File: config.mk
export PLATFORM = sky130hd
export DESIGN_NAME = sst_ram
export DESIGN_NICKNAME = d
export VERILOG_FILES = /design/src/sv/sst_ram.sv
export SDC_FILE = /design/constraint.sdc
export NUM_CORES = 1
export LEC_CHECK = 0
export ABC_AREA = 1
export BUFFER_PORTS_ARGS = -buffer_cell sky130_fd_sc_hd__clkbuf_2
export CORE_MARGIN = 10
export CORE_UTILIZATION = 65
export CTS_CLUSTER_DIAMETER = 50
export DETAILED_ROUTE_END_ITERATION = 12
export GPL_TIMING_DRIVEN = 0
export PLACE_DENSITY = 0.84
export SLEW_MARGIN = 5
export SYNTH_ARGS = -nofsm -noshare
export SYNTH_HDL_FRONTEND = slang
export SYNTH_SLANG_ARGS = --single-unit
File: constraint.sdc
create_clock -name i_clk -period 3.1 [get_ports i_clk]
set_clock_uncertainty 0.05 [all_clocks]
set_input_delay 0.62 -clock i_clk [delete_from_list [all_inputs] [get_ports i_clk]]
set_output_delay 0.62 -clock i_clk [all_outputs]
set_load 0.005 [all_outputs]
File: src/sv/sst_ram.sv
// Generic single write port, single read port RAM with registered read data.
`default_nettype none
module sst_ram #(
    parameter int WIDTH = 8,
    parameter int DEPTH = 16
) (
    input  wire logic                     i_clk,
    input  wire logic                     i_we,
    input  wire logic [$clog2(DEPTH)-1:0] i_waddr,
    input  wire logic [WIDTH-1:0]         i_wdata,
    input  wire logic [$clog2(DEPTH)-1:0] i_raddr,
    output logic      [WIDTH-1:0]         o_rdata
);

    logic [WIDTH-1:0] r_mem [DEPTH];
    logic [WIDTH-1:0] r_rdata;

    always_ff @(posedge i_clk) begin
        if (i_we) begin
            r_mem[i_waddr] <= i_wdata;
        end
        r_rdata <= r_mem[i_raddr];
    end

    assign o_rdata = r_rdata;

endmodule
`default_nettype wire

# --- Word-level counts from Yosys, hierarchy flattened ---
# Memories as Yosys holds them, arrays and structs flattened. A register that Yosys moved wholly into a read port is not among the register bits.
# Index checks and enable logic that the tools add are counted.
totals:
  rom_bits: 0
  memories: 1
  reg_bits: 0
  in_bits: 18
  latch_bits: 0
  out_inout_bits: 8
  ramBits: 128
  wordCells: 3
op_classes:
  eq_ne: 0
  n_lt_le_gt_ge: 0
  n_addsub: 0
  mux: 2
  shift: 0
  n_bitwise: 0
  n_div: 0
  n_reduce_logical: 0
  mul: 0
mem_list:
  columns: ["memory", "words", "word_bits", "read_ports", "rd_ports_with_merged_regs", "write_ports", "line_no", "text"]
  rows:
  - ["r_mem", 16, 8, 1, 1, 1, "15", "logic [WIDTH-1:0] r_mem [DEPTH];"]
ops:
  columns: ["op", "n"]
  rows:
  - ["1-bit two-way mux", 2]

# --- Longest topological paths before layout ---
depth:
  word_depth: 2
  mapped_depth: 8
  depth_no_buf: 7

# --- Worst setup path after synthesis ---
# No wires, ideal clock.
synth_path:
  kind: "input port to flip-flop"
  startpoint: "input i_waddr[2]"
  endpoint: "memory r_mem[10][0], enable pin"
  required_ns: 2.680
  path_buffers: 0
  path_stages: 2
  t_arrival_ns: 1.201
  setup_slack_ns: 1.479
  setup_ns: 0.370
  cell_sequence: "nand3b_1 nor2_1"
synth_rtl:
  columns: ["item", "line_no", "text"]
  rows:
  - ["start: declaration", "9", "input wire logic [$clog2(DEPTH)-1:0] i_waddr,"]
  - ["end: declaration", "15", null]
# No word-level cell before the write port.

# --- Worst setup path in the final report ---
layout_path:
  startpoint: "input i_waddr[3]"
  endpoint: "memory r_mem[4][6], enable pin"
# No word-level cell before the write port.

==> flow_metrics.py <==
metrics = {
    "status": {
        "status": "finished clean",
    },
    "sta": {
        "fin_crit_sh": 0.549,
        "slew_headroom": 0.344,
        "final_max_slew_viol_count": 0,
        "finalSetupViolations": 0,
        "fmax_mhz": 587,
        "worst_pin_slew_ns": 0.980,
        "hold_viol_final": 0,
        "hold_ws_ns": 0.457,
        "fin_setup_tns_ns": 0,
        "period_minus_slack_ns": 1.70,
        "rsz0062_at_grt": "no",
        "layout_setup_ws_ns": 1.40,
    },
    "pwr": {
        "pwr-share-seq": 0.475,
        "pwr-share-clk": 0.461,
        "ir_drop_mv": 0.474,
        "p_sw_frac": 0.227,
        "power_density_nw_per_um2": 659,
        "p_leak_nw": 2.90,
        "p_int_mw": 3.37,
        "pwr-share-comb": 0.063,
        "total_power_mw": 4.35,
        "p_sw_uw": 987,
    },
    "detailed_routing": {
        "wire_per_inst_um": 20.6,
        "drt_iter0_markers": 666,
        "vias": 4239,
        "firstDrtPassIters": 6,
        "routed_wl_um": 14700,
        "drc": 0,
        "ant_nets": 0,
        "vias_per_cell": 5.95,
    },
    "placed_design": {
        "dp_hpwl_um": 8820,
        "preCtsSetupSlack_ns": 0.931,
        "place_congestion": 0.902,
        "numPortBuffers": 22,
        "dp_cells": 681,
    },
    "logic_synthesis": {
        "ys_seq_area_frac": 0.694,
        "yosysWarningCount": 0,
        "ys_types": 12,
        "syn-mean-instance-area_um2": 10.5,
        "syn-num-nets": 569,
        "ys_ff_latch": 136,
        "syn_inst": 551,
        "netlist_area_um2": 5770,
    },
    "layout": {
        "insertedDiodeCount": 0,
        "area_delta_synth_final_pct": 14.5,
        "final_cells": 713,
        "drive_gt1_frac": 0.129,
        "fillers": 530,
        "final_nets": 610,
    },
    "clocking": {
        "clock-sinks": 136,
        "clock_path_buffers": 2,
        "numCtsBuffers": 17,
        "htreeDepth": 4,
        "cts_tree": "done",
        "cts.repair.resized": 0,
        "root_buffer": "clkbuf_8",
        "clkTransAtPathRegs_ns": 0.06,
        "clkLatencyLatePin_ns": 0.53,
        "holdBufCountCts": 0,
        "post-cts-setup-buffer-count": 0,
    },
    "critical_path": {
        "required_ns": 3.20,
        "worstPathArrival_ns": 1.80,
        "worstSetupStartpointType": "primary input",
        "path_cells": "clkbuf_2 > nand3b_1 > nor2_1",
        "ff2ff_path_depth": 6,
        "regToRegEndpoint": "o_rdata[2]$_DFF_P_",
        "r2r_slack_ns": 1.99,
        "crit_path_top_delay_cell": "nor2_1",
        "worstSetupPathType": "primary input to flop",
        "endpoint_kind": "flop",
        "cpPeakStageDelay_ns": 0.80,
        "r2r_start": "r_mem[3][2]$_DFFE_PP_",
        "critPathMaxFanout": 8,
    },
    "min_path": {
        "worstHoldStart": "i_raddr[3]",
        "min_path_cells": 3,
        "hold_end": "o_rdata[7]$_DFF_P_",
        "hold_path.class": "primary input to flop",
    },
    "die": {
        "ios": 26,
        "row_count": 34,
        "dieArea_um2": 13000,
        "start_util": 0.665,
        "die_w_um": 114,
        "core_area_um2": 8680,
        "die_h_um": 114,
    },
    "global_route": {
        "grtUsageTotal": 0.235,
        "grt_pass1_vias": 4129,
        "grt.overflow.total": 0,
        "grt_max_degree": 17,
        "antenna_found_initial": 0,
        "grt_pass1_wl_um": 22900,
    },
    "flow_run": {
        "drv_cap": 0,
    },
}
[power groups by stage]
stage	combinational, mW	sequential, mW	clock (mW)
floorplan	0.145	2.10	0
global placement	0.249	2.10	0
detailed placement	0.258	2.11	0
CTS	0.268	2.07	2.00
global route	0.297	2.07	2.07
finish	0.276	2.07	2.01
[synthesized netlist by cell type (all sizes together)]
| library cell | count | area share |
|---|---|---|
| nor2 | 17 | 0.011 |
| edfxtp | 128 | 0.67 |
| nand2 | 173 | 0.11 |
| inv | 102 | 0.066 |
| buf | 24 | 0.029 |
| dfxtp | 8 | 0.028 |
| nand3 | 97 | 0.084 |
| nand3b | 2 | 0.0026 |
[registers in the layout (all words and copies together), names as in the netlist]
register and count:
r_mem 128, o_rdata 8
[critical path: cells and delay by family]
| kind | cells | cell delay [ns] |
|---|---|---|
| simple gates | 2 | 1.07 |
| buf+inv | 1 | 0.10 |
[placed cells by master, fill, tap and decap left out]
cell | netlist | routed
buf_1 | 1 | 1
clkinv_4 | 0 | 3
clkinvlp_4 | 0 | 2
nand2_1 | 173 | 173
clkinv_2 | 0 | 3
inv_1 | 100 | 100
nor2_1 | 17 | 17
buf_4 | 4 | 4
dfxtp_1 | 8 | 8
buf_6 | 6 | 6
clkbuf_2 | 0 | 22
edfxtp_1 | 128 | 128
clkbuf_16 | 0 | 16
inv_2 | 2 | 2
buf_2 | 13 | 13
clkbuf_8 | 0 | 1
nand3b_1 | 2 | 2
bufinv_16 | 0 | 3
inv_6 | 0 | 3
clkbuf_1 | 0 | 1
nand3_1 | 97 | 97
[final cells by class]
cell class,count,area (µm²),area share
well taps,108,135,0.0205
clock buffers,18,418,0.0633
plain buffers,24,166,0.0252
multi-input cells,289,1210,0.184
inverters,102,383,0.0580
clock inverters,14,173,0.0262
repair buffers,22,110,0.0167
flip-flops and latches,136,4000,0.606
[how the worst max path moves through the flow]
stage,startpoint,end,slack [ns],cells past startpoint
final,i_waddr[3],r_mem[4][6]$_DFFE_PP_,1.40,3
after CTS,o_rdata[7]$_DFF_P_,o_rdata[7],1.43,1
after global placement,i_waddr[3],r_mem[7][7]$_DFFE_PP_,0.99,3
after floorplan,i_waddr[2],r_mem[10][0]$_DFFE_PP_,1.48,2
after detailed placement,i_waddr[3],r_mem[7][0]$_DFFE_PP_,0.93,3
after global routing,i_waddr[3],r_mem[6][2]$_DFFE_PP_,1.38,3
[kinds of logic after synthesis]
group | share of synthesized area
buf+inv | 0.0952
simple gates | 0.210
flops | 0.694
[stage by stage]
step	instance area [µm²]	util
floorplan	5770	-
global placement	6010	0.693
detailed placement	6010	0.693
CTS	6600	0.761
global route	6600	0.761
finish	6600	0.761
[routing by layer]
layer	track usage	part of all wire
met2	0.379	0.48
met1	0.285	0.34
met4	0.111	0.045
met5	0	0
met3	0.0697	0.14
Power figures use the tool's default switching activity.
