[src/sv/sst_pkg.sv]
// Shared constants, payload types and memory port bundles for the sorted sibling table.
`default_nettype none
package sst_pkg;

    localparam int CAPACITY   = 256;
    localparam int CODE_BITS  = 16;
    localparam int RANK_BITS  = 16;
    localparam int CHILD_BITS = 31;

    // fixed widths of the payload fields
    localparam int OP_W    = 3;
    localparam int POS_W   = 9;
    localparam int CODE_W  = 16;
    localparam int CHILD_W = 31;
    localparam int RANK_W  = 16;

    localparam int ADDR_BITS = $clog2(CAPACITY);
    localparam int CNT_BITS  = $clog2(CAPACITY + 1);
    localparam int CMP_BITS  = (CNT_BITS > POS_W) ? CNT_BITS : POS_W;
    localparam int MAP_DEPTH = 2 ** CODE_BITS;

    localparam logic [OP_W-1:0] OP_INSERT    = 3'd0;
    localparam logic [OP_W-1:0] OP_MARK_LEAF = 3'd1;
    localparam logic [OP_W-1:0] OP_FIND      = 3'd2;
    localparam logic [OP_W-1:0] OP_READ      = 3'd3;
    localparam logic [OP_W-1:0] OP_WRITE_MAP = 3'd4;

    typedef struct packed {
        logic [OP_W-1:0]    op;
        logic [POS_W-1:0]   position;
        logic [CODE_W-1:0]  char_code;
        logic               leaf_in;
        logic [CHILD_W-1:0] child_in;
        logic [RANK_W-1:0]  rank_in;
    } t_in;

    typedef struct packed {
        logic               ok;
        logic               found;
        logic [POS_W-1:0]   where;
        logic [CHILD_W-1:0] child_out;
        logic [CODE_W-1:0]  code_out;
        logic               leaf_out;
        logic [POS_W-1:0]   entry_count;
    } t_out;

    typedef struct packed {
        logic [CODE_BITS-1:0]  code;
        logic                  leaf;
        logic [CHILD_BITS-1:0] child;
    } t_entry;

    localparam int ENTRY_BITS = $bits(t_entry);

    typedef struct packed {
        logic                 we;
        logic [ADDR_BITS-1:0] waddr;
        t_entry               wdata;
        logic [ADDR_BITS-1:0] raddr;
    } t_ent_req;

    typedef struct packed {
        logic                 we;
        logic [CODE_BITS-1:0] waddr;
        logic [RANK_BITS-1:0] wdata;
        logic [CODE_BITS-1:0] raddr;
    } t_map_req;

endpackage
`default_nettype wire

[src/sv/sst_seq.sv]
// Sequencer: decodes one word, shifts entries on insert, runs the binary search probe loop.
`default_nettype none
module sst_seq (
    input  wire logic                          i_clk,
    input  wire logic                          i_rst_n,
    input  wire logic                          i_valid,
    output logic                               o_ready,
    input  wire sst_pkg::t_in                  i_in,
    output sst_pkg::t_ent_req                  o_ent_req,
    input  wire sst_pkg::t_entry               i_ent_rdata,
    output sst_pkg::t_map_req                  o_map_req,
    input  wire logic [sst_pkg::RANK_BITS-1:0] i_map_rdata,
    output logic                               o_res_valid,
    output sst_pkg::t_out                      o_res,
    input  wire logic                          i_res_take
);
    import sst_pkg::*;

    typedef enum logic [9:0] {
        S_IDLE   = 10'b0000000001,
        S_DONE   = 10'b0000000010,
        S_SH_RD  = 10'b0000000100,
        S_SH_WR  = 10'b0000001000,
        S_INS_WR = 10'b0000010000,
        S_ML_WR  = 10'b0000100000,
        S_RD_OUT = 10'b0001000000,
        S_F_KEY  = 10'b0010000000,
        S_F_ENT  = 10'b0100000000,
        S_F_CMP  = 10'b1000000000
    } t_state;

    typedef enum logic [2:0] {
        P_FIRST = 3'b001,
        P_LAST  = 3'b010,
        P_BIN   = 3'b100
    } t_phase;

    localparam logic [CNT_BITS-1:0] CNT_ONE = CNT_BITS'(1);

    t_state                r_state, n_state;
    t_phase                r_phase, n_phase;
    logic [CNT_BITS-1:0]   r_count, n_count;
    logic [ADDR_BITS-1:0]  r_pos, n_pos;
    logic [ADDR_BITS-1:0]  r_idx, n_idx;
    t_entry                r_new, n_new;
    logic [RANK_BITS-1:0]  r_key, n_key;
    logic [CNT_BITS-1:0]   r_lo, n_lo;
    logic [CNT_BITS-1:0]   r_hi, n_hi;
    logic [CNT_BITS-1:0]   r_mid, n_mid;
    logic [CHILD_BITS-1:0] r_pchild, n_pchild;
    t_out                  r_res, n_res;

    logic [ADDR_BITS-1:0]  idx_dec;
    logic [CNT_BITS-1:0]   last;
    logic                  pos_in_table;
    logic                  key_eq;
    logic                  key_lt;

    function automatic logic [CNT_BITS-1:0] mid_of(input logic [CNT_BITS-1:0] lo,
                                                   input logic [CNT_BITS-1:0] hi);
        logic [CNT_BITS-1:0] span;
        span = hi - lo - CNT_ONE;
        return lo + (span >> 1);
    endfunction

    assign idx_dec      = r_idx - ADDR_BITS'(1);
    assign last         = r_count - CNT_ONE;
    assign pos_in_table = CMP_BITS'(i_in.position) < CMP_BITS'(r_count);
    assign key_eq       = r_key == i_map_rdata;
    assign key_lt       = r_key < i_map_rdata;

    always_comb begin
        n_state  = r_state;
        n_phase  = r_phase;
        n_count  = r_count;
        n_pos    = r_pos;
        n_idx    = r_idx;
        n_new    = r_new;
        n_key    = r_key;
        n_lo     = r_lo;
        n_hi     = r_hi;
        n_mid    = r_mid;
        n_pchild = r_pchild;
        n_res    = r_res;
        o_ent_req   = '0;
        o_map_req   = '0;
        o_ready     = 1'b0;
        o_res_valid = 1'b0;

        unique case (r_state)
            S_IDLE: begin
                o_ready = 1'b1;
                if (i_valid) begin
                    n_res   = '0;
                    n_state = S_DONE;
                    n_pos   = ADDR_BITS'(i_in.position);
                    unique case (i_in.op)
                        OP_INSERT: begin
                            if (CMP_BITS'(i_in.position) <= CMP_BITS'(r_count)
                                && r_count < CNT_BITS'(CAPACITY)) begin
                                n_new.code  = CODE_BITS'(i_in.char_code);
                                n_new.leaf  = i_in.leaf_in;
                                n_new.child = CHILD_BITS'(i_in.child_in);
                                n_idx       = ADDR_BITS'(r_count);
                                n_state     = (CMP_BITS'(i_in.position) == CMP_BITS'(r_count))
                                              ? S_INS_WR : S_SH_RD;
                            end
                        end
                        OP_MARK_LEAF: begin
                            if (pos_in_table) begin
                                o_ent_req.raddr = ADDR_BITS'(i_in.position);
                                n_state         = S_ML_WR;
                            end
                        end
                        OP_READ: begin
                            if (pos_in_table) begin
                                o_ent_req.raddr = ADDR_BITS'(i_in.position);
                                n_state         = S_RD_OUT;
                            end
                        end
                        OP_FIND: begin
                            n_res.ok = 1'b1;
                            if (r_count != '0) begin
                                o_map_req.raddr = CODE_BITS'(i_in.char_code);
                                n_state         = S_F_KEY;
                            end
                        end
                        OP_WRITE_MAP: begin
                            o_map_req.we    = 1'b1;
                            o_map_req.waddr = CODE_BITS'(i_in.char_code);
                            o_map_req.wdata = RANK_BITS'(i_in.rank_in);
                            n_res.ok        = 1'b1;
                        end
                        default: begin
                            n_res.ok = 1'b0;
                        end
                    endcase
                end
            end

            // shift one entry up: read below, then write at r_idx
            S_SH_RD: begin
                o_ent_req.raddr = idx_dec;
                n_state         = S_SH_WR;
            end

            S_SH_WR: begin
                o_ent_req.we    = 1'b1;
                o_ent_req.waddr = r_idx;
                o_ent_req.wdata = i_ent_rdata;
                n_idx           = idx_dec;
                n_state         = (idx_dec == r_pos) ? S_INS_WR : S_SH_RD;
            end

            S_INS_WR: begin
                o_ent_req.we    = 1'b1;
                o_ent_req.waddr = r_pos;
                o_ent_req.wdata = r_new;
                n_count         = r_count + CNT_ONE;
                n_res.ok        = 1'b1;
                n_state         = S_DONE;
            end

            S_ML_WR: begin
                o_ent_req.we         = 1'b1;
                o_ent_req.waddr      = r_pos;
                o_ent_req.wdata      = i_ent_rdata;
                o_ent_req.wdata.leaf = 1'b1;
                n_res.ok             = 1'b1;
                n_state              = S_DONE;
            end

            S_RD_OUT: begin
                n_res.ok        = 1'b1;
                n_res.child_out = CHILD_W'(i_ent_rdata.child);
                n_res.code_out  = CODE_W'(i_ent_rdata.code);
                n_res.leaf_out  = i_ent_rdata.leaf;
                n_state         = S_DONE;
            end

            S_F_KEY: begin
                n_key           = i_map_rdata;
                o_ent_req.raddr = '0;
                n_mid           = '0;
                n_phase         = P_FIRST;
                n_state         = S_F_ENT;
            end

            // entry data back: fetch its rank
            S_F_ENT: begin
                n_pchild        = i_ent_rdata.child;
                o_map_req.raddr = i_ent_rdata.code;
                n_state         = S_F_CMP;
            end

            S_F_CMP: begin
                n_state = S_DONE;
                if (key_eq) begin
                    n_res.found     = 1'b1;
                    n_res.where     = POS_W'(r_mid);
                    n_res.child_out = CHILD_W'(r_pchild);
                end else begin
                    unique case (r_phase)
                        P_FIRST: begin
                            if (key_lt) begin
                                n_res.where = '0;
                            end else if (last == '0) begin
                                n_res.where = POS_W'(1);
                            end else begin
                                n_mid           = last;
                                o_ent_req.raddr = ADDR_BITS'(last);
                                n_phase         = P_LAST;
                                n_state         = S_F_ENT;
                            end
                        end
                        P_LAST: begin
                            if (!key_lt) begin
                                n_res.where = POS_W'(r_count);
                            end else if (CNT_ONE < last) begin
                                n_lo            = CNT_ONE;
                                n_hi            = last;
                                n_mid           = mid_of(CNT_ONE, last);
                                o_ent_req.raddr = ADDR_BITS'(mid_of(CNT_ONE, last));
                                n_phase         = P_BIN;
                                n_state         = S_F_ENT;
                            end else begin
                                // nothing between first and last: goes right after first
                                n_res.where = POS_W'(1);
                            end
                        end
                        P_BIN: begin
                            if (key_lt) begin
                                n_lo = r_lo;
                                n_hi = r_mid;
                            end else begin
                                n_lo = r_mid + CNT_ONE;
                                n_hi = r_hi;
                            end
                            if (n_lo < n_hi) begin
                                n_mid           = mid_of(n_lo, n_hi);
                                o_ent_req.raddr = ADDR_BITS'(mid_of(n_lo, n_hi));
                                n_state         = S_F_ENT;
                            end else begin
                                n_res.where = key_lt ? POS_W'(r_mid) : POS_W'(r_mid + CNT_ONE);
                            end
                        end
                        default: begin
                            n_res.where = '0;
                        end
                    endcase
                end
            end

            S_DONE: begin
                o_res_valid = 1'b1;
                if (i_res_take) begin
                    n_state = S_IDLE;
                end
            end

            default: begin
                n_state = S_IDLE;
            end
        endcase
    end

    always_comb begin
        o_res             = r_res;
        o_res.entry_count = POS_W'(r_count);
    end

    always_ff @(posedge i_clk) begin
        if (!i_rst_n) begin
            r_state <= S_IDLE;
            r_phase <= P_FIRST;
            r_count <= '0;
        end else begin
            r_state <= n_state;
            r_phase <= n_phase;
            r_count <= n_count;
        end
    end

    always_ff @(posedge i_clk) begin
        r_pos    <= n_pos;
        r_idx    <= n_idx;
        r_new    <= n_new;
        r_key    <= n_key;
        r_lo     <= n_lo;
        r_hi     <= n_hi;
        r_mid    <= n_mid;
        r_pchild <= n_pchild;
        r_res    <= n_res;
    end

endmodule
`default_nettype wire

[config.mk]
export PLATFORM = sky130hd
export DESIGN_NAME = sst_seq
export DESIGN_NICKNAME = d
export VERILOG_FILES = /design/src/sv/sst_pkg.sv /design/src/sv/sst_seq.sv
export SDC_FILE = /design/constraint.sdc
export NUM_CORES = 1
export LEC_CHECK = 0
export ABC_CLOCK_PERIOD_IN_PS = 15300
export BUFFER_PORTS_ARGS = -buffer_cell sky130_fd_sc_hd__buf_2
export CAP_MARGIN = 5
export CORE_UTILIZATION = 50
export DETAILED_ROUTE_END_ITERATION = 8
export PLACE_DENSITY = 0.77
export SYNTH_ARGS = -nofsm -noshare
export SYNTH_HDL_FRONTEND = slang
export SYNTH_SLANG_ARGS = --single-unit
export TNS_END_PERCENT = 10
[constraint.sdc]
create_clock -name i_clk -period 15.3 [get_ports i_clk]
set_input_delay 4.59 -clock i_clk [delete_from_list [all_inputs] [get_ports i_clk]]
set_output_delay 4.59 -clock i_clk [all_outputs]
set_load 0.005 [all_outputs]
# == Word-level counts from Yosys, hierarchy flattened ==
# Cells that the tools add are included.
# op_classes
n_addsub,10
magnitude_cmp,6
eq_ne,38
n_mux,86
n_bitwise,1
reduce_logical,26
# op_table
op,count
2-to-1 mux 9 bit,31
case mux 57 bit (3 select lines),1
2-to-1 mux 8 bit,13
case mux 31 bit (3 select lines),1
case mux 9 bit (3 select lines),3
case mux 10 bit (8 select lines),1
2-to-1 mux 68 bit,1
2-to-1 mux 33 bit,2
case mux 9 bit (2 select lines),3
2-to-1 mux 49 bit,1
case mux 8 bit (3 select lines),2
case mux 10 bit (4 select lines),1
"subtractor 9 x 1 -> 9 bit, second input constant",4
case mux 17 bit (2 select lines),1
2-to-1 mux 16 bit,2
case mux 16 bit (2 select lines),1
2-to-1 mux 31 bit,1
2-to-1 mux 10 bit,2
case mux 10 bit (2 select lines),1
"adder 9 x 1 -> 9 bit, second input constant",2
< comparator 9 bit,2
equality test 16 bit,1
< comparator 16 bit,1
case mux 8 bit (2 select lines),1
51 further kinds,88
# word_totals
reg_bits,219
inputBits,144
out_inout_bits,184
elab_cells,186

# == Longest topological paths before layout ==
# Gate-level depths: netlist (run 1).
# logic_depth
ltp_word,12
depth_mapped,25
ltp_nobuf,24

# == Worst setup path before layout (run 1) ==
# OpenSTA, ideal clock, no wires.
# synth_timing
path_kind,input to output
from,input port i_map_rdata[14] (netlist name)
to,output port o_ent_req[6] (netlist name)
arrival_time_ns,9.118
setup_slack_ns,1.592
path_stages,24
path_cell_list,inv_1 -> ha_1 -> nand4_1 -> nor4_1 -> a21boi_1 -> or3_1 -> buf_2 -> buf_2 -> mux2i_1 -> inv_1 -> ha_1 -> nand3_1 -> o21ai_0 -> nor2_1 -> xnor2_1 -> ha_1 -> a21o_1 -> a21oi_1 -> o21bai_1 -> a21oi_1 -> xnor2_1 -> nand2_1 -> o22ai_1 -> a221o_1
# synth_rtl
item,line_no,text
"start, declared",sst_seq.sv:12,"input wire logic [sst_pkg::RANK_BITS-1:0] i_map_rdata,"
"end, declared",sst_seq.sv:9,"output sst_pkg::t_ent_req o_ent_req,"

==> metrics, run 1 <==
Worst VDD drop=0.0742 mV; Core ar.=23500 um^2; Critical Path RT=10.71 ns; slowest stage delay, CP=0.53 ns; Overflow after GRT=0; Reg-to-Reg Start=r_key[14]; uppermost layer routed=met5; Synth cell types=70; CTS Sinks=219; maximum root-to-sink buffer count=3; Port Buffers=327; CTS tree=built; status=completed; Setup crit end=o_ent_req[6]; Avg Inst Size Synth=11.1 um^2; Die H=157 um; predominant post-synthesis flop cell=edfxtp_1; Worst setup EP type=output port; min Tclk post-route=14.52 ns; Area growth syn-to-layout=23.9%; first-pass GRT wire length=51500 um; routed vias=9961; largest net degree at the start of global routing=53; crit path DAT=9.93 ns; clk root buf=clkbuf_16; EDFF count, synth=197; Switching Share=24.2%; area leader, netlist=edfxtp_1; worst setup margin=0.785 ns; CP Class=input pin to output port; wire length on met3=2760 um; Seq/Total Area, Yosys=53.2%; die area=24500 um^2; WL met2=16500 um; Reg2Reg Setup Slack=9.46 ns; Post-route DRC=0; Fmax=0.0689 GHz; Psw=0.383 mW; PD cells=107 nW/um^2; largest cells by area after synthesis=edfxtp_1 (49%), a22o_1 (7.3%), ha_1 (5.5%), dfxtp_1 (3.7%), xnor2_1 (3.6%); Finished Core Util=63.1%; initial antenna violation count=2; cells along the critical path=buf_2 > inv_1 > ha_1 > nand4_1 > nor4_1 > a21boi_1 > or3_1 > mux2i_1 > inv_1 > ha_1 > nand3_1 > o21ai_0 > nor2_1 > xnor2_1 > ha_1 > a21o_1 > a21oi_1 > o21bai_1 > a21oi_1 > xnor2_1 > nand2_1 > o22ai_1 > a221o_1 > buf_2; Internal Pwr Total=1.20 mW; most common cell after layout, fill and taps aside=buf_2; setup TNS=0 ns; RSZ-0062 raised after global routing=false; Synth Cell Area=12000 um^2; Routability Congestion=0.922; max cap viols=0; Tightest Hold Check Type=flop to flop; Syn Inst Count=1073; initial DRC count=872; syn nets=1272; Chip Width=157 um; 1st-pass router iterations=6; hold_ws=0.525 ns; Final Skew=0.0157 ns; routed wire length=34200 um; I/O pin cnt=328; Placed Instances=1677; Sequential Power Share=45.6%; Yosys Warn Count=0; post-CTS resize count=0; antenna violation net count after detailed routing=0; Setup violations, final=0; routed vias/inst=5.78; synthesized flop and latch total=219; critical path's most frequent cell=ha_1; Worst-Margin Slew=1.09 ns; Setup crit start kind=input pin; vias in the first global route=9198; H-tree Lvls=1; Post-DP HPWL=24900 um; Total Nets Final=1584; FF-to-FF End=r_mid[6]; commonest cells after routing, fill and taps aside=buf_2 (327), edfxtp_1 (197), a22o_1 (100), nand2_1 (72), nor2_1 (68); DRT met1 WL=14200 um; Fillers=1847; crit share post-route=94.9%; DP Worst Slack=0.838 ns; Hold Fails Final Rpt=0; Rel. slew slack=26.6%; clk_lat worst skew=0.54 ns; CP max-delay cell=or3_1; worst reg2reg path depth=18; leakage power total=6.38 nW; Non-Filler Instances=1724; pins over their slew limit=0; Clock power frac=41.6%; Post-CTS Setup Bufs=0; Critical Path Fanout Max=15; post-DR wirelength/cell=19.8 um; TritonCTS buffer count=25; share of layout cells above drive strength 1=28.8%; asr flop ratio synth=0%; FP Rows=56; GR Util All Layers=27.3%; CP Launch Point=i_map_rdata[14]; top cell type's share of synthesized area=49.5%; CTS clk-pin slew, worst paths=0.06 ns; power share of the combinational group=12.8%; Initial Util=50.9%; cts hold-fix bufs=0
==> stage by stage <==
stage	total power, mW	cell area (um^2)
after floorplan	0.833	12000
after global placement	0.933	13900
after detailed placement	0.937	13900
after CTS	1.60	14800
after global routing	1.64	14800
final	1.59	14800
==> cells in the mapped netlist, types with 3 or more instances <==
| library cell | number |
|---|---|
| a21o_1 | 3 |
| a21oi_1 | 48 |
| a221o_1 | 3 |
| a22o_1 | 100 |
| a22oi_1 | 12 |
| a31oi_1 | 7 |
| and2_1 | 64 |
| and3_1 | 9 |
| and4_1 | 3 |
| and4b_1 | 3 |
| buf_1 | 4 |
| buf_2 | 10 |
| clkbuf_1 | 41 |
| dfxtp_1 | 22 |
| edfxtp_1 | 197 |
| ha_1 | 53 |
| inv_1 | 57 |
| mux2i_1 | 13 |
| nand2_1 | 72 |
| nand2b_1 | 7 |
| nand3_1 | 17 |
| nand4_1 | 14 |
| nor2_1 | 70 |
| nor2b_1 | 10 |
| nor3_1 | 28 |
| nor3b_1 | 6 |
| nor4_1 | 9 |
| o211ai_1 | 6 |
| o21a_1 | 3 |
| o21ai_0 | 43 |
| o21ai_1 | 4 |
| o21bai_1 | 4 |
| o22ai_1 | 8 |
| o31ai_1 | 8 |
| or2_2 | 3 |
| or3_1 | 5 |
| or4_1 | 3 |
| xnor2_1 | 49 |
| xor2_1 | 21 |
==> how the worst min path moves through the flow <==
stage | end | slack (ns) | start | depth (start not counted)
2_1_floorplan | o_res[50] | 0.51 | r_pchild[24] | 1
3_3_place_gp | o_res[52] | 0.51 | r_pchild[26] | 1
3_5_place_dp | o_res[49] | 0.52 | r_pchild[23] | 1
4_1_cts | o_res[50] | 0.53 | r_pchild[24] | 1
5_1_grt | o_res[54] | 0.55 | r_pchild[28] | 1
6_report | o_res[27] | 0.53 | r_pchild[1] | 1
==> worst max-delay path, delay by kind of cell <==
family	cells	cell delay [ns]
buffers and inverters	4	0.43
adders and majority gates	3	1.00
muxes	1	0.47
and+or+nand+nor	6	1.48
xor gates and xnor gates	2	0.22
AOI/OAI and AO/OA	8	1.74
==> cell families (layout without fill, tap and decap cells) <==
kind of cell / count (synthesis) / in the layout / synth area share (%)
simple gates: 333 / 333 / 14.6
flops: 219 / 219 / 53.2
xor+xnor: 70 / 70 / 5.13
fa+ha+maj: 55 / 55 / 5.88
compound gates: 270 / 270 / 16.5
mux: 13 / 13 / 1.09
other cells: 0 / 1 / 0
buf+inv: 113 / 444 / 3.65
==> routing by layer <==
metal / GRT usage (%) / vias up
li1: - / 4622
met1: 37.4 / 4764
met2: 45.0 / 517
met3: 4.18 / 56
met4: 7.10 / 2
met5: 0 / -
==> sequential cells by signal, summed over array words and instances, names as in the netlist <==
signal / flops
r_pchild: 31
r_count: 9
r_lo: 9
r_state: 10
r_phase: 3
r_mid: 9
r_hi: 9
r_key: 16
r_new: 48
o_res: 59
r_pos: 8
r_idx: 8
==> power groups by stage <==
stage	registers, mW	clock network [mW]	logic [mW]
after detailed placement	0.735	0	0.202
after floorplan	0.742	0	0.0907
after CTS	0.723	0.669	0.203
final	0.723	0.660	0.203
after global placement	0.734	0	0.199
after global routing	0.728	0.694	0.222
==> layout make-up <==
type	instances	area [um^2]	share of cell area, %
diodes	1	2.50	0.0169
clock inverters	13	235	1.59
well taps	319	399	2.69
inverters	58	218	1.47
repair buffers	340	1730	11.7
multi-input cells	741	5190	35.0
flip-flops and latches	219	6360	42.9
clock buffers	33	676	4.56
Power figures use the tool's default switching activity.
==> run 2: changes to the inputs <==
Settings changed: CTS_BUF_LIST from default to sky130_fd_sc_hd__clkbuf_2 sky130_fd_sc_hd__clkbuf_4 sky130_fd_sc_hd__clkbuf_8, SLEW_MARGIN from default to 20.
==> run 2 against run 1 <==
Final cell count increased by 1.6%. Utilization shrank 0.64 points. Die area unchanged. Design area is 1.0% lower. Power fell by 8.1%. Maximum frequency about the same. Highest routed layer is now met4.
==> metrics, run 2 (synthesis results as in run 1) <==
die area=24500 um^2 (unchanged); TritonCTS buffer count=39 (+56%); clk_lat worst skew=0.54 ns (about the same); maximum root-to-sink buffer count=3 (unchanged); leakage power total=6.34 nW (-0.61%); Overflow after GRT=0 (unchanged); Area after DPL=13900 um^2 (unchanged); status=completed; CP Class=input pin to output port; largest net degree at the start of global routing=53 (unchanged); FF-to-FF End=r_mid[6]; initial antenna violation count=1 (-1); power share of the combinational group=13.9% (+1.1 points); Worst-Margin Slew=1.07 ns (-0.0195 ns); Critical Path RT=10.71 ns (about the same); Initial Util=50.9% (unchanged); critical path's most frequent cell=ha_1; commonest cells after routing, fill and taps aside=buf_2 (327), edfxtp_1 (197), a22o_1 (100), nand2_1 (72), nor2_1 (68); min Tclk post-route=14.51 ns (-0.00156 ns); Internal Pwr Total=1.07 mW (-11%); antenna violation net count after detailed routing=0 (unchanged); cells along the critical path=buf_2 > inv_1 > ha_1 > nand4_1 > nor4_1 > a21boi_1 > or3_1 > mux2i_1 > inv_1 > ha_1 > nand3_1 > o21ai_0 > nor2_1 > xnor2_1 > ha_1 > a21o_1 > a21oi_1 > o21bai_1 > a21oi_1 > xnor2_1 > nand2_1 > o22ai_1 > a221o_1 > buf_2; clk root buf=clkbuf_8; worst hold start=r_pchild[5]; Reg-to-Reg Start=r_key[14]; Critical Path Fanout Max=15 (unchanged); Tightest Hold Check Type=flop to flop; post-DR wirelength/cell=19.6 um (-1.3%); pins over their slew limit=0 (unchanged); Post-CTS Setup Bufs=0 (unchanged); Setup violations, final=0 (unchanged); max reg flops=59 (unchanged); Switching Share=26.3% (+2.2 points); final instance area=14700 um^2 (-1.0%); Worst VDD drop=0.0705 mV (-4.9%); worst reg2reg path depth=18 (unchanged); share of layout cells above drive strength 1=29.8% (+0.94 points); worst setup margin=0.786 ns (+0.00156 ns); Port Buffers=327 (unchanged); PD cells=99.4 nW/um^2 (-7.1%); initial DRC count=825 (-5.4%); Tot Pwr=1.46 mW (-8.1%); delay-heaviest family, CP=compound AO/OA/AOI/OAI gates; Setup crit start kind=input pin; cts hold-fix bufs=0 (unchanged); I/O pin cnt=328 (unchanged); CTS clk-pin slew, worst paths=0.05 ns (about the same); routed wire length=34300 um (+0.23%); crit share post-route=94.9% (about the same); Hold Path Cell Cnt=1 (unchanged); slowest stage delay, CP=0.53 ns (about the same); Area growth syn-to-layout=22.7%; Worst setup EP type=output port; Final Skew=0.0227 ns (+0.00700 ns); DP Worst Slack=0.838 ns (unchanged); hold_ws=0.529 ns (+0.00348 ns); Psw=0.384 mW (+0.12%); crit path DAT=9.92 ns (about the same); routed vias/inst=5.77 (-0.15%); CP Launch Point=i_map_rdata[14]; Chip Width=157 um (unchanged); CP max-delay cell=or3_1; Post-route DRC=0 (unchanged); max cap viols=0 (unchanged); Rel. slew slack=26.5% (-0.10 points); Hold Fails Final Rpt=0 (unchanged); Hold Path End=o_res[31]; Routability Congestion=0.922 (unchanged); post-CTS resize count=0 (unchanged); 1st-pass router iterations=5 (-1); Core ar.=23500 um^2 (unchanged); Post-DP HPWL=24900 um (unchanged); GR Util All Layers=27.2% (-0.036 points); CTS Sinks=219 (unchanged); setup TNS=0 ns (unchanged); Die H=157 um (unchanged); CTS tree=built; Fmax=0.0689 GHz (about the same); RSZ-0062 raised after global routing=false; Buf+Inv Stages, Crit Path=4 (unchanged); routed vias=10100 (+1.4%); Clock power frac=36.5% (-5.1 points); first-pass GRT wire length=51000 um (-0.99%); Sequential Power Share=49.6% (+4.0 points); vias in the first global route=9210 (+0.13%); most common cell after layout, fill and taps aside=buf_2; FP Rows=56 (unchanged); Reg2Reg Setup Slack=9.47 ns (about the same); H-tree Lvls=2 (+1); Total Nets Final=1598 (+0.88%)
run 2: power by group through the flow:
stage	Sequential [mW]	Combinational [mW]	Clock, mW
floorplan	0.742	0.0907	0
global placement	0.734	0.199	0
detailed placement	0.735	0.202	0
CTS	0.723	0.203	0.543
global route	0.728	0.222	0.568
finish	0.723	0.203	0.532
run 2: metrics by stage:
step	util, %	cells
final	62.5	1751
after detailed placement	59.2	1677
after floorplan	-	1073
after global routing	62.4	1750
after CTS	62.4	1749
after global placement	59.2	1677
run 2: area by class of cell:
type	count	area [um^2]
fill	1876	8810
tap	319	399
inverter	58	218
multi-input combinational	741	5190
clock buffer	50	619
antenna	2	5.00
clock inverter	22	139
timing repair buffer	340	1730
sequential	219	6360
run 2: worst max-delay path by stage:
stage / endpoint / cells past startpoint / slack [ns]
final: o_ent_req[6] / 24 / 0.79
after global routing: o_ent_req[6] / 24 / 0.26
after CTS: o_ent_req[6] / 24 / 0.82
after detailed placement: o_ent_req[6] / 24 / 0.84
after global placement: o_ent_req[6] / 24 / 1.05
after floorplan: o_ent_req[6] / 24 / 1.59
run 2: worst register-to-register path, stage by stage, from the launching register on:
cell      delay [ns]
edfxtp_1        0.37
ha_1            0.32
nand4_1         0.16
nor4_1          0.51
a21boi_1        0.40
or3_1           0.53
buf_4           0.38
nand2_1         0.09
o21ai_0         0.17
inv_1           0.14
ha_1            0.39
nand4_1         0.19
nor2_1          0.08
nor3_1          0.15
a21oi_1         0.10
nor2_1          0.21
o31ai_4         0.18
o211a_1         0.27
o31ai_2         0.82
run 2: layer usage:
metal | vias up | track usage (%) | wire length, um
met3 | 66 | 4.29 | 2840
met2 | 533 | 44.4 | 16500
met4 | 0 | 9.29 | 869
met1 | 4833 | 36.9 | 14100
li1 | 4670 | - | -
met5 | - | 0 | 0
==> run 3: changes to the inputs <==
Settings changed: ABC_CLOCK_PERIOD_IN_PS 15300 to 17500.
Clock period 15.3 ns to 17.5 ns, I/O delays scaled along.
==> run 3 against run 2 <==
Power is 14% lower. Design area fell by 0.26%. Final cell count shrank 0.40%. Routed wire length grew 0.76%. Register-to-register slack improved by 2.1 ns. Critical path type unchanged. Critical endpoint unchanged. Largest cell class unchanged.
==> metrics, run 3 (synthesis results as in run 1) <==
Finished Core Util=62.3% (-0.16 points); routed vias=10100 (-0.49%); Placed Instances=1677 (unchanged); first-pass GRT wire length=51600 um (+1.2%); max reg flops=59 (unchanged); Post-route DRC=0 (unchanged); share of layout cells above drive strength 1=29.7% (-0.085 points); Clock power frac=35.5% (-1.0 points); Core ar.=23500 um^2 (unchanged); Post-DP HPWL=25200 um (+0.95%); hold_ws=0.519 ns (-0.00999 ns); die area=24500 um^2 (unchanged); routed vias/inst=5.76 (about the same); TritonCTS buffer count=38 (-2.6%); Worst VDD drop=0.0552 mV (-22%); cells along the critical path=buf_2 > inv_1 > ha_1 > nand4_1 > nor4_1 > a21boi_1 > or3_1 > mux2i_1 > inv_1 > ha_1 > nand3_1 > o21ai_0 > nor2_1 > xnor2_1 > ha_1 > a21o_1 > a21oi_1 > o21bai_1 > a21oi_1 > xnor2_1 > nand2_1 > o22ai_1 > a221o_1 > buf_2; Worst path depth=24 (unchanged); most common cell after layout, fill and taps aside=buf_2; Worst setup EP type=output port; final instance area=14600 um^2 (-0.26%); crit share post-route=90.7%; Fmax=0.0630 GHz; setup TNS=0 ns (unchanged); routed wire length=34500 um (+0.76%); Area growth syn-to-layout=22.3%; pins over their slew limit=0 (unchanged); Tightest Hold Check Type=flop to flop; Post-CTS Setup Bufs=0 (unchanged); worst reg2reg path depth=18 (unchanged); RSZ-0062 raised after global routing=false; power share of the combinational group=14.2% (+0.3 points); delay-heaviest family, CP=compound AO/OA/AOI/OAI gates; Overflow after GRT=0 (unchanged); CP Launch Point=i_map_rdata[14]; maximum root-to-sink buffer count=3 (unchanged); max cap viols=0 (unchanged); cts hold-fix bufs=0 (unchanged); leakage power total=6.32 nW (-0.27%); critical path's most frequent cell=ha_1; CTS clk-pin slew, worst paths=0.06 ns (about the same); status=completed; FP Rows=56 (unchanged); Initial Util=50.9% (unchanged); crit path DAT=10.63 ns (+0.71 ns); Setup violations, final=0 (unchanged); min Tclk post-route=15.88 ns; Total Nets Final=1597 (-0.063%); GR Util All Layers=27.3% (+0.096 points); Critical Path RT=12.25 ns (+1.54 ns); Setup crit end=o_ent_req[6]; Psw=0.327 mW (-15%); Buf+Inv Stages, Crit Path=4 (unchanged); Reg2Reg Setup Slack=11.56 ns (+2.09 ns); Fillers=1906 (+1.6%); CTS tree=built; H-tree Lvls=2 (unchanged); Port Buffers=327 (unchanged); Reg-to-Reg Start=r_key[14]; Setup crit start kind=input pin; Internal Pwr Total=0.931 mW (-13%); clk_lat worst skew=0.54 ns (about the same); post-DR wirelength/cell=19.8 um (+1.2%); Area after DPL=13900 um^2 (unchanged); Sequential Power Share=50.3% (+0.7 points); CP Class=input pin to output port; clk root buf=clkbuf_8; Rel. slew slack=29.2% (+2.7 points); PD cells=86.0 nW/um^2 (-13%); post-CTS resize count=0 (unchanged); initial DRC count=766 (-7.2%); Hold Fails Final Rpt=0 (unchanged); largest net degree at the start of global routing=53 (unchanged); Switching Share=26.0% (-0.31 points); I/O pin cnt=328 (unchanged); FF-to-FF End=r_mid[7]; Die H=157 um (unchanged); 1st-pass router iterations=5 (unchanged); Non-Filler Instances=1744 (-0.40%); Critical Path Fanout Max=17 (+2); CTS Sinks=219 (unchanged); initial antenna violation count=1 (unchanged); Routability Congestion=0.960 (+4.2%); slowest stage delay, CP=0.60 ns (+0.07 ns); commonest cells after routing, fill and taps aside=buf_2 (327), edfxtp_1 (197), a22o_1 (100), nand2_1 (72), nor2_1 (68); antenna violation net count after detailed routing=0 (unchanged); Worst-Margin Slew=1.04 ns (-0.0391 ns); CP max-delay cell=or3_1; Chip Width=157 um (unchanged); vias in the first global route=9350 (+1.5%); Final Skew=0.0373 ns (+0.0146 ns)
[run 3: cell types whose count changed in the layout (fill, tap and decap cells not counted), sizes merged]
cell / change
diode: -1
bufinv: -1
inv: +1
clkbuf: +3
clkinv: -9
[run 3: routing by layer]
metal	routed length (um)	vias up	track usage, %
li1	-	4663	-
met1	14500	4791	37.0
met2	16600	528	44.5
met3	2660	71	4.65
met4	849	0	9.01
met5	0	-	0
[run 3: layout make-up]
class / count / area, um^2 / area share [%]
antenna: 1 / 2.50 / 0.0171
clock buffer: 53 / 654 / 4.48
clock inverter: 13 / 62.6 / 0.428
inverter: 58 / 218 / 1.49
multi-input combinational: 741 / 5200 / 35.5
sequential: 219 / 6360 / 43.5
tap: 319 / 399 / 2.73
timing repair buffer: 340 / 1730 / 11.9
[run 3: worst reg2reg max path, cell delays in order, from the launching register on]
cell	delay (ns)
edfxtp_1	0.39
ha_1	0.33
nand4_1	0.15
nor4_1	0.48
a21boi_1	0.38
or3_1	0.60
buf_4	0.38
nand2_1	0.08
o21ai_0	0.15
inv_1	0.14
ha_1	0.40
nand4_1	0.22
nor2_1	0.11
nor3_1	0.13
a21oi_1	0.09
nor2_1	0.24
o31ai_4	0.19
o211a_1	0.27
o31ai_2	0.82
[run 3: worst min path at each step]
| stage | startpoint | endpoint | slack (ns) | cells after the start |
|---|---|---|---|---|
| after floorplan | r_pchild[24] | o_res[50] | 0.51 | 1 |
| after global placement | r_pchild[27] | o_res[53] | 0.52 | 1 |
| after detailed placement | r_pchild[19] | o_res[45] | 0.52 | 1 |
| after CTS | r_pchild[27] | o_res[53] | 0.53 | 1 |
| after global routing | r_pchild[27] | o_res[53] | 0.53 | 1 |
| final | r_pchild[5] | o_res[31] | 0.52 | 1 |
[run 3: per-stage QoR]
step,worst slack [ns],power [mW]
after CTS,1.67,1.27
final,1.62,1.26
after floorplan,2.47,0.728
after global routing,1.14,1.31
after detailed placement,1.67,0.820
after global placement,1.86,0.816
[run 3: power by group through the flow]
stage          clock [mW]  combinational (mW)  sequential, mW
6_report            0.447               0.179           0.633
5_1_grt             0.475               0.195           0.637
4_1_cts             0.455               0.178           0.633
3_3_place_gp            0               0.173           0.642
3_5_place_dp            0               0.177           0.643
2_1_floorplan           0              0.0793           0.649
